$ cat config.mk
export PLATFORM = sky130hd
export DESIGN_NAME = integer_text_parser
export DESIGN_NICKNAME = d
export VERILOG_FILES = /design/src/sv/itp_pkg.sv /design/src/sv/itp_core.sv /design/src/sv/integer_text_parser.sv
export VERILOG_INCLUDE_DIRS = /design/src /design/src/sv
export SDC_FILE = /design/constraint.sdc
export NUM_CORES = 1
export LEC_CHECK = 0
export BUFFER_PORTS_ARGS = -buffer_cell sky130_fd_sc_hd__buf_2
export CAP_MARGIN = 5
export CORE_AREA = 4 4 135 202
export DETAILED_ROUTE_END_ITERATION = 6
export DIE_AREA = 0 0 139 206
export GPL_ROUTABILITY_DRIVEN = 0
export PLACE_DENSITY = 0.86
export SETUP_SLACK_MARGIN = 0.05
export SLEW_MARGIN = 20
export SYNTH_ARGS = -nofsm -noshare
export SYNTH_HDL_FRONTEND = slang
export SYNTH_SLANG_ARGS = --single-unit
export TNS_END_PERCENT = 20
$ cat constraint.sdc
create_clock -name clock -period 5.65 [get_ports clock]
set_input_delay 1.13 -clock clock [delete_from_list [all_inputs] [get_ports clock]]
set_output_delay 1.13 -clock clock [all_outputs]
set_load 0.01 [all_outputs]
$ cat src/sv/assert_macros.svh
// Assertion helpers shared by the RTL files.
// Each macro expects a clock named clock and, where noted, a reset named reset.
`ifndef ASSERT_MACROS_SVH
`define ASSERT_MACROS_SVH

// Property checked on every rising clock edge, disabled while reset is high.
`define ASSERT_CLK_RST(label, prop, msg) \
   label: assert property (@(posedge clock) disable iff (reset) (prop)) \
      else $error(msg);

// Property checked on every rising clock edge, reset included.
`define ASSERT_CLK(label, prop, msg) \
   label: assert property (@(posedge clock) (prop)) else $error(msg);

`endif

$ cat src/sv/itp_pkg.sv
// ----------------------------------------------------------------------------
// Integer text parser package
// Request and response types shared by the parser core and the top level.
// ----------------------------------------------------------------------------
`default_nettype none

package itp_pkg;

   localparam int unsigned CHAR_W  = 8;
   localparam int unsigned VALUE_W = 64;

   // One character of a text, with its framing bits.
   typedef struct packed {
      logic [CHAR_W-1:0] character;
      logic              has_char;
      logic              is_last;
      logic              signed_mode;
   } req_type;

   // One parse result, produced at the end of each text.
   typedef struct packed {
      logic               valid_res;
      logic [VALUE_W-1:0] value;
   } rsp_type;

endpackage

`default_nettype wire

$ cat src/sv/itp_core.sv
// ----------------------------------------------------------------------------
// Integer text parser core
// Holds the per-text parse state and advances it by one character per step.
// ----------------------------------------------------------------------------
`default_nettype none
`include "assert_macros.svh"

module itp_core
   import itp_pkg::*;
(
   input  wire logic    clock,
   input  wire logic    reset,
   input  wire logic    step,
   input  wire req_type item,
   output rsp_type      result
);

   typedef enum logic [2:0] {
      PH_LEAD,
      PH_SIGN,
      PH_ZERO,
      PH_DEC,
      PH_HEX,
      PH_DONE
   } phase_type;

   localparam logic [CHAR_W-1:0] CH_SPACE = 8'h20;
   localparam logic [CHAR_W-1:0] CH_TAB   = 8'h09;
   localparam logic [CHAR_W-1:0] CH_PLUS  = 8'h2B;
   localparam logic [CHAR_W-1:0] CH_MINUS = 8'h2D;
   localparam logic [CHAR_W-1:0] CH_0     = 8'h30;
   localparam logic [CHAR_W-1:0] CH_1     = 8'h31;
   localparam logic [CHAR_W-1:0] CH_9     = 8'h39;
   localparam logic [CHAR_W-1:0] CH_UA    = 8'h41;
   localparam logic [CHAR_W-1:0] CH_UF    = 8'h46;
   localparam logic [CHAR_W-1:0] CH_UX    = 8'h58;
   localparam logic [CHAR_W-1:0] CH_LA    = 8'h61;
   localparam logic [CHAR_W-1:0] CH_LF    = 8'h66;
   localparam logic [CHAR_W-1:0] CH_LX    = 8'h78;

   phase_type          phase_ff, phase_in;
   logic               negative_ff, negative_in;
   logic [VALUE_W-1:0] acc_ff, acc_in;
   logic               seen_ff, seen_in;
   logic               mode_latched_ff;
   logic               signed_latched_ff;

   logic               signed_cur;
   logic [CHAR_W-1:0]  c;
   logic               is_blank, is_sign, is_dec, is_hex_alpha;
   logic [3:0]         hex_nibble;
   logic [VALUE_W-1:0] acc_dec, acc_hex;
   phase_type          start_phase;
   logic [VALUE_W-1:0] start_acc;
   logic               start_seen;

   assign c          = item.character;
   assign signed_cur = mode_latched_ff ? signed_latched_ff : item.signed_mode;

   // Character classes.
   assign is_blank     = (c == CH_SPACE) || (c == CH_TAB);
   assign is_sign      = (c == CH_PLUS) || (c == CH_MINUS);
   assign is_dec       = c inside {[CH_0:CH_9]};
   assign is_hex_alpha = c inside {[CH_LA:CH_LF], [CH_UA:CH_UF]};
   // Letters a-f and A-F both carry 1..6 in their low nibble.
   assign hex_nibble   = is_dec ? c[3:0] : c[3:0] + 4'd9;

   // Times ten as two shifts and an add, times sixteen as a plain shift.
   assign acc_dec = (acc_ff << 3) + (acc_ff << 1) + {{(VALUE_W-4){1'b0}}, c[3:0]};
   assign acc_hex = {acc_ff[VALUE_W-5:0], hex_nibble};

   // First character of the number itself, after blanks and sign.
   always_comb begin
      start_phase = PH_DONE;
      start_acc   = acc_ff;
      start_seen  = seen_ff;
      if (c == CH_0) begin
         start_phase = PH_ZERO;
         start_acc   = '0;
         start_seen  = 1'b1;
      end else if (c inside {[CH_1:CH_9]}) begin
         start_phase = PH_DEC;
         start_acc   = {{(VALUE_W-4){1'b0}}, c[3:0]};
         start_seen  = 1'b1;
      end
   end

   always_comb begin
      phase_in    = phase_ff;
      negative_in = negative_ff;
      acc_in      = acc_ff;
      seen_in     = seen_ff;
      if (item.has_char) begin
         case (phase_ff)
            PH_LEAD: begin
               if (!is_blank) begin
                  if (signed_cur && is_sign) begin
                     negative_in = (c == CH_MINUS);
                     phase_in    = PH_SIGN;
                  end else begin
                     phase_in = start_phase;
                     acc_in   = start_acc;
                     seen_in  = start_seen;
                  end
               end
            end
            PH_SIGN: begin
               if (!is_blank) begin
                  phase_in = start_phase;
                  acc_in   = start_acc;
                  seen_in  = start_seen;
               end
            end
            PH_ZERO: begin
               if ((c == CH_LX) || (c == CH_UX)) begin
                  phase_in = PH_HEX;
                  acc_in   = '0;
                  seen_in  = 1'b0;
               end else if (is_dec) begin
                  phase_in = PH_DEC;
                  acc_in   = acc_dec;
               end else begin
                  phase_in = PH_DONE;
               end
            end
            PH_DEC: begin
               if (is_dec) begin
                  acc_in = acc_dec;
               end else begin
                  phase_in = PH_DONE;
               end
            end
            PH_HEX: begin
               if (is_dec || is_hex_alpha) begin
                  acc_in  = acc_hex;
                  seen_in = 1'b1;
               end else begin
                  phase_in = PH_DONE;
               end
            end
            default: begin
               phase_in = PH_DONE;
            end
         endcase
      end
   end

   // The response is only used when the stepped item ends its text.
   assign result.valid_res = seen_in;
   assign result.value     = !seen_in    ? '0 :
                             negative_in ? ({VALUE_W{1'b0}} - acc_in) : acc_in;

   always_ff @(posedge clock) begin
      if (reset) begin
         phase_ff          <= PH_LEAD;
         negative_ff       <= 1'b0;
         acc_ff            <= '0;
         seen_ff           <= 1'b0;
         mode_latched_ff   <= 1'b0;
         signed_latched_ff <= 1'b0;
      end else if (step) begin
         if (item.is_last) begin
            phase_ff          <= PH_LEAD;
            negative_ff       <= 1'b0;
            acc_ff            <= '0;
            seen_ff           <= 1'b0;
            mode_latched_ff   <= 1'b0;
            signed_latched_ff <= 1'b0;
         end else begin
            phase_ff          <= phase_in;
            negative_ff       <= negative_in;
            acc_ff            <= acc_in;
            seen_ff           <= seen_in;
            mode_latched_ff   <= 1'b1;
            signed_latched_ff <= signed_cur;
         end
      end
   end

   `ASSERT_CLK_RST(a_end_clears, step && item.is_last |=> phase_ff == PH_LEAD && !mode_latched_ff && acc_ff == '0 && !seen_ff, "parse state not cleared after end of text")
   `ASSERT_CLK_RST(a_pre_number, (phase_ff == PH_LEAD || phase_ff == PH_SIGN) |-> acc_ff == '0 && !seen_ff, "digits recorded before the number started")
   `ASSERT_CLK_RST(a_hex_empty, phase_ff == PH_HEX && !seen_ff |-> acc_ff == '0, "hex value nonzero without a hex digit")

endmodule

`default_nettype wire

$ cat src/sv/integer_text_parser.sv
// ----------------------------------------------------------------------------
// Integer text parser
// Parses decimal or 0x-prefixed hex integer text, one character per request.
// ----------------------------------------------------------------------------
// Usage:
//   Requests arrive on req_valid / req_stall / req_data, one character each,
//   with has_char, is_last and signed_mode beside it. A request with is_last
//   set closes the text and produces exactly one response on rsp_valid /
//   rsp_stall / rsp_data; all other requests produce none.
//   A last request is held in the input register, then loaded into the
//   response register, from which rsp_valid is driven.
//   Throughput: one request per cycle while req_stall is low. The parse
//   state takes one accumulator step per character, which sets the rate.
//   A stalled response blocks only the next last request; characters in the
//   middle of a text keep flowing, and req_stall rises only when a last
//   request sits in the input register while the response register is full
//   and stalled.
//   Reset clears the valid bits of both registers and returns the parser to
//   the leading blank phase, ready for a new text in the next cycle.
// ----------------------------------------------------------------------------
`default_nettype none
`include "assert_macros.svh"

module integer_text_parser
   import itp_pkg::*;
(
   input  wire logic    clock,
   input  wire logic    reset,
   input  wire logic    req_valid,
   output logic         req_stall,
   input  wire req_type req_data,
   output logic         rsp_valid,
   input  wire logic    rsp_stall,
   output rsp_type      rsp_data
);

   // Input register: one request waiting to be parsed.
   logic    in_valid_ff, in_valid_in;
   req_type in_item_ff;

   // Response register.
   logic    out_valid_ff, out_valid_in;
   rsp_type out_data_ff;

   logic    step;
   logic    load_out;
   logic    in_load;
   rsp_type core_result;

   // A request steps the core unless it ends a text and its response would
   // have nowhere to go.
   assign step      = in_valid_ff && (!in_item_ff.is_last || !out_valid_ff || !rsp_stall);
   assign load_out  = step && in_item_ff.is_last;
   assign req_stall = in_valid_ff && !step;
   assign in_load   = req_valid && !req_stall;

   assign in_valid_in  = in_load || (in_valid_ff && !step);
   assign out_valid_in = load_out || (out_valid_ff && rsp_stall);

   itp_core u_core (
      .clock  (clock),
      .reset  (reset),
      .step   (step),
      .item   (in_item_ff),
      .result (core_result)
   );

   always_ff @(posedge clock) begin
      if (reset) begin
         in_valid_ff  <= 1'b0;
         out_valid_ff <= 1'b0;
      end else begin
         in_valid_ff  <= in_valid_in;
         out_valid_ff <= out_valid_in;
      end
      if (in_load) begin
         in_item_ff <= req_data;
      end
      if (load_out) begin
         out_data_ff <= core_result;
      end
   end

   assign rsp_valid = out_valid_ff;
   assign rsp_data  = out_data_ff;

   `ASSERT_CLK_RST(a_last_gives_rsp, load_out |=> rsp_valid, "no response for end of text")
   `ASSERT_CLK_RST(a_in_held, req_stall |=> in_valid_ff && $stable(in_item_ff), "request changed")
   `ASSERT_CLK(a_reset_idle, reset |=> !rsp_valid && !req_stall, "reset did not clear")

endmodule

`default_nettype wire
==> impl_results.md, run 1 <==
* Sw frac at roughly a quarter
* Final Setup Violations at 0
* Port bufs at 81
* Critical Path Sink Type: flop
* Logic pwr share at about a tenth
* Clock sink total at between 100 and 150
* TritonCTS Buffers at 17
* Overall die width at 139 um
* Largest cells by area after synthesis: edfxtp_1, ha_1, dfxtp_1
* FMAX at 183 MHz
* Sw Pwr at 0.659 mW
* MaxCap Viol Count at 0
* Nets at 2044
* FILL cells at 2123
* CTS HTree Levels at 4
* Clk root buf: clkbuf_16
* TritonCTS clock tree: built
* Post-Synthesis Cells at 1818
* Post-Syn Area at between 0.01 and 0.015 mm2
* Register area share after synthesis at about a quarter
* Starting density of the core at a little under three fifths
* Failing checks: DRC
* Antenna Cells at 0
* Run status: complete, but fails checks
* Final Max Slew Viols at 0
* Top Ports at between 80 and 90
* Setup TNS at 0 ns
* Largest net degree at the start of global routing at 74
* Syn nets at between 1500 and 2000
* Die area at about 0.029 mm2
* Share of the synthesized area in the top cell type at 15.8%
* WP data arrival at roughly 5.6 ns
* Fin crit share at a little over nine tenths
* WP data required at 5.83 ns
* Crit Path Max Fanout at 10
* Slew headroom at between 20% and 30%
* CP Launch Point: u_core.acc_ff[26]$_SDFFE_PP0P_
* Final wirelength at around 53000 um
* Endpoints failing hold at 0
* Core area at around 0.026 mm2
* Syn Area/Cell at between 7 and 8 um2
* Worst slack at placement at 0.337 ns
* Antenna Nets Post-Route at 0
* Via count at between 15000 and 20000
* Skew final at between 0.008 and 0.009 ns
* Ys flop type: edfxtp_1
* Worst-path clk slew at roughly 0.06 ns
* Area leader, netlist: edfxtp_1
* Clock Tree Buf Depth at 2
* Power per Cell Area at 157 mW/mm2
* Drt pass-1 iters at 7
* Most common cell after layout, fill and taps aside: nor2_1
* Chip Height at just over 200 um
* Vias per inst at a little over 7
* Share of layout cells above drive strength 1 at about an eighth
* Warning count from the yosys run at 0
* First-pass GRT wire length at about 80000 um
* Reg2reg path depth at 15
* Row cnt at 72
* DRC violations left at 2
* Clock power share at ~44%
* Hold depth at 2
* R2r startpoint: u_core.acc_ff[26]$_SDFFE_PP0P_
* Sequential Power Share at between 40% and 50%
* Clock period minus worst slack at 5.47 ns
* Most frequent cells in the layout: nor2_1, a21oi_1, nand2_1
* Iteration-0 DRC count of the detailed router at between 2000 and 2500
* Startpoint types: flop
* FFs w/ async S/R, synth at 0%
* Worst Hold Launch: rsp_valid$_SDFF_PP0_
* Fin util at 63.2%
* Worst hold-check path type: flop to flop
* Pint at roughly 1.9 mW
* WL/cell at around 23 um
* DP HPWL at around 38000 um
* Area Growth Syn to Fin at 12.1%
* Post-synth EDFFs at between 70 and 80
* Netlist cell types at 97
* Leakage at 6.35 nW
* All-Layer GR Usage at between 30% and 40%
* Final setup margin at ~0.18 ns
* Grt ovf at 0
* Worst Path Class, Setup: flop to flop
* Initial antenna violation count at 0
* RSZ-0062 raised after global routing: no
* #FFs+latches synth at ~150
* Vias in the first global route at between 15000 and 20000
* Worst-Skew Late Latency at 0.45 ns
* VDD IR max at between 0.00015 and 0.0002 V
* Worst slew pin tran at between 1 and 1.5 ns
-- synthesized netlist by cell type, drive strengths merged (15+ instances only) --
cell,n
o211ai,20
o21a,30
mux2i,19
dfxtp,73
nand3,48
and3,15
a31oi,18
xnor2,37
a22oi,61
nand4,43
a221oi,15
o41ai,16
o31ai,20
nor2,253
ha,128
inv,36
nor3,52
nor4,15
nand2,136
xor2,39
a21o,24
o21ai,109
or3,23
edfxtp,76
a21oi,152
clkbuf,97
-- per-layer routing --
metal	up-vias	track usage [%]	part of all wire [%]
met5	-	0	0
met2	1164	61.5	48
met4	0	27.3	9.0
met1	7430	39.1	33
met3	375	7.41	10
li1	7149	-	-
-- metrics by stage --
step	power, mW	area [um2]	hold slack [ns]	cells
CTS	2.54	16100	0.495	2242
detailed placement	1.43	15500	0.485	2210
global route	2.62	16200	0.531	2245
floorplan	1.33	14400	0.448	1818
global placement	1.43	15500	0.462	2210
finish	2.54	16200	0.494	2245
-- repair_timing --
action	in CTS	in global routing
endpoints found under the setup margin	0	22
hold buffers	0	0
setup buffers	0	2
resized for setup	0	14
-- kinds of logic (layout without fill, tap and decap cells) --
family,Yosys count,in the layout,synth area share [%]
buf+inv,147,241,4.03
flops,149,149,25.9
simple gates,684,684,23.6
compound gates,610,610,28.9
xor+xnor,76,76,4.61
fa+ha+maj,130,130,11.4
mux,22,22,1.55
-- state kept, by name, summed over array words and instances, names as in the netlist --
name and count:
u_core.phase_ff 3, u_core.signed_latched_ff 1, in_item_ff 11, u_core.seen_ff 1, u_core.acc_ff 64, rsp_valid 1
in_valid_ff 1, u_core.mode_latched_ff 1, u_core.negative_ff 1, rsp_data 65
-- power groups by stage --
stage / sequential, mW / combinational, mW / clock (mW)
5_1_grt: 1.18 / 0.264 / 1.18
4_1_cts: 1.17 / 0.237 / 1.13
3_5_place_dp: 1.20 / 0.235 / 0
3_3_place_gp: 1.20 / 0.230 / 0
6_report: 1.17 / 0.249 / 1.12
2_1_floorplan: 1.20 / 0.136 / 0
-- critical path, stage by stage (launching register included) --
cell and delay (ns):
dfxtp_1 0.45, ha_1 0.28, ha_1 0.50, nand4_1 0.27, nor3_1 0.63, nand3_1 0.16, o21ai_0 0.19, nor2_1 0.21
a2111oi_0 0.74, o41ai_4 0.38, nor4_1 0.35, nand4_1 0.20, buf_4 0.21, o41ai_1 0.30, xor2_1 0.25, nor2_1 0.07
-- worst paths after layout --
kind / end / slack (ns)
max: rsp_data[46]$_SDFFCE_PP0P_ / 0.18
min: rsp_valid$_SDFF_PP0_ / 0.49
max reg2reg: rsp_data[46]$_SDFFCE_PP0P_ / 0.18
min reg2reg: rsp_valid$_SDFF_PP0_ / 0.49
-- cell type report --
| cell class | instances | area (um2) | area share, % |
|---|---|---|---|
| Sequential cell | 149 | 3740 | 23.1 |
| Clock inverter | 11 | 128 | 0.789 |
| Tap cell | 333 | 417 | 2.57 |
| Inverter | 36 | 135 | 0.835 |
| Multi-Input combinational cell | 1522 | 10200 | 63.1 |
| Timing Repair Buffer | 173 | 1110 | 6.84 |
| Clock buffer | 21 | 440 | 2.72 |
No activity file was read; power rests on OpenSTA's default activity.
==> inputs of run 2 (changes only) <==
Settings changed: CELL_PAD_IN_SITES_DETAIL_PLACEMENT from default to 1, CELL_PAD_IN_SITES_GLOBAL_PLACEMENT from default to 1, CORE_AREA 4 4 135 202 to 4 4 155 232, DIE_AREA 0 0 139 206 to 0 0 159 236.
==> run 2 against run 1 <==
  * Maximum frequency fell by 2.4%
  * Non-clock buffer count rose by 25
  * Highest routed layer unchanged
  * Clock power rose by 15%
  * Global-route usage fell by 1.5 points
  * Power rose by 8.3%
  * The flow now finishes without violations
  * Die area rose by 31%
  * Register-to-register slack got worse by 0.13 ns
  * Routed wire length rose by 32%
  * Worst hold slack improved by 0.044 ns
  * Worst setup slack got worse by 0.13 ns
==> impl_results.md, run 2 (synthesis results as in run 1) <==
* Run status: finished clean
* Final wirelength at 69500 um (+32%)
* WP data required at 5.83 ns (about the same)
* Final Setup Violations at 0 (unchanged)
* Core area at 0.0340 mm2 (+33%)
* Clk root buf: clkbuf_16
* Via count at 17400 (+7.7%)
* Clock Tree Buf Depth at 2 (unchanged)
* Power per Cell Area at 164 mW/mm2 (+4.2%)
* TritonCTS clock tree: built
* Hold buffer count at cts at 0 (unchanged)
* Startpoint types: flop
* Final Max Slew Viols at 0 (unchanged)
* Clock period minus worst slack at 5.60 ns (+0.134 ns)
* Initial antenna violation count at 1 (+1)
* Worst hold-check path type: flop to flop
* RSZ-0062 raised after global routing: yes
* Leakage at 6.55 nW (+3.2%)
* VDD IR max at 0.000234 V (+18%)
* Overall die width at 159 um (+14%)
* Hold_ws at 0.538 ns (+0.0445 ns)
* Grt ovf at 0 (unchanged)
* All-Layer GR Usage at 34.4% (-1.5 points)
* Row cnt at 83 (+15%)
* Share of layout cells above drive strength 1 at 16.8% (+3.6 points)
* Skew final at 0.0135 ns (+0.00526 ns)
* Clock sink total at 149 (unchanged)
* DP HPWL at 47300 um (+26%)
* Antenna Nets Post-Route at 0 (unchanged)
* Critical Path Sink Type: flop
* WP data arrival at 5.78 ns (+0.14 ns)
* Starting density of the core at 42.5% (-14 points)
* Endpoints failing hold at 0 (unchanged)
* Most frequent cells in the layout: nor2_1, a21oi_1, nand2_1
* Vias per inst at 7.34 (+2.3%)
* Crit Path Max Fanout at 9 (-1)
* Worst-path clk slew at 0.08 ns (+0.02 ns)
* Slew headroom at 20.4% (-1.1 points)
* First-pass GRT wire length at 102000 um (+25%)
* Fin crit share at 99.1% (+2.4 points)
* DRC violations left at 0 (-2)
* Area Growth Syn to Fin at 16.4%
* Largest net degree at the start of global routing at 64 (-14%)
* Worst-Skew Late Latency at 0.46 ns (about the same)
* Die area at 0.0375 mm2 (+31%)
* Iteration-0 DRC count of the detailed router at 2098 (-9.6%)
* WL/cell at 29.4 um (+25%)
* Setup TNS at 0 ns (unchanged)
* Worst Path Class, Setup: flop to flop
* Most common cell after layout, fill and taps aside: nor2_1
* Drt pass-1 iters at 7 (unchanged)
* Nets at 2071 (+1.3%)
* FMAX at 179 MHz (-2.4%)
* Vias in the first global route at 17900 (+16%)
* CTS HTree Levels at 4 (unchanged)
* Chip Height at 236 um (+15%)
* Port bufs at 81 (unchanged)
* Top Ports at 82 (unchanged)
* TritonCTS Buffers at 17 (unchanged)
* Worst slew pin tran at 1.19 ns (+0.0193 ns)
* Max reg flops at 65 (unchanged)
* MaxCap Viol Count at 0 (unchanged)
-- run 2: cell types whose count changed in the layout (fill, tap and decap cells not counted), sizes merged --
cell	change
inv	+5
clkinv	-2
bufinv	+1
buf	+25
clkbuf	-4
diode	+1
or4	+2
-- run 2: final timing paths --
check	start	endpoint	slack, ns	cells past startpoint
max	in_item_ff[6]$_DFFE_PP_	rsp_data[48]$_SDFFCE_PP0P_	0.05	18
min	rsp_valid$_SDFF_PP0_	rsp_valid$_SDFF_PP0_	0.54	2
max reg2reg	in_item_ff[6]$_DFFE_PP_	rsp_data[48]$_SDFFCE_PP0P_	0.05	18
min reg2reg	rsp_valid$_SDFF_PP0_	rsp_valid$_SDFF_PP0_	0.54	2
-- run 2: layout make-up --
type                            count  area (um2)
Antenna cell                        1        2.50
Clock buffer                       17         425
Clock inverter                     15         191
Fill cell                        4094       17100
Inverter                           36         135
Multi-Input combinational cell   1524       10500
Sequential cell                   149        3740
Tap cell                          425         532
Timing Repair Buffer              198        1290
-- run 2: per-stage QoR --
stage	area, um2	std cells	worst slack [ns]	total power, mW	util [%]
finish	16800	2365	0.0505	2.75	49.5
CTS	16400	2352	0.0163	2.69	48.4
detailed placement	15700	2311	-0.200	1.44	46.2
floorplan	14400	1818	0.285	1.33	-
global placement	15700	2311	-0.0118	1.43	46.2
global route	16800	2365	-0.138	2.79	49.5
-- run 2: where the power goes --
part | switching (mW) | total, mW | internal, mW
clock network | 0.583 | 1.29 | 0.707
registers | 0.0204 | 1.17 | 1.15
logic | 0.202 | 0.287 | 0.0847
-- run 2: metal layers --
metal	up-vias	track usage (%)	wire (um)
met5	-	0	0
met3	577	6.00	5870
li1	7194	-	-
met4	0	31.4	8010
met2	1358	60.3	33700
met1	8236	34.6	22000
-- run 2: timing repair --
action / 4_1_cts / 5_1_grt
buffers inserted: 9 / 10
resized for setup: 8 / 55
endpoints found under the hold margin: 0 / 0
gates cloned: 0 / 2
endpoints found under the setup margin: 39 / 43
pin swaps: 6 / 13
-- run 2: critical path: stages, from the launching register on --
cell and delay (ns):
edfxtp_1 0.42, inv_1 0.12, fa_1 0.56, inv_1 0.09, ha_1 0.36, a21o_1 0.21
and4_1 0.22, o21ai_0 0.34, a31oi_1 0.24, buf_4 0.21, o21a_1 0.20, o32a_1 0.35
o21bai_1 0.26, or4_4 0.64, nand4b_4 0.28, buf_6 0.21, o31ai_2 0.31, xnor2_1 0.21
nor2_1 0.09
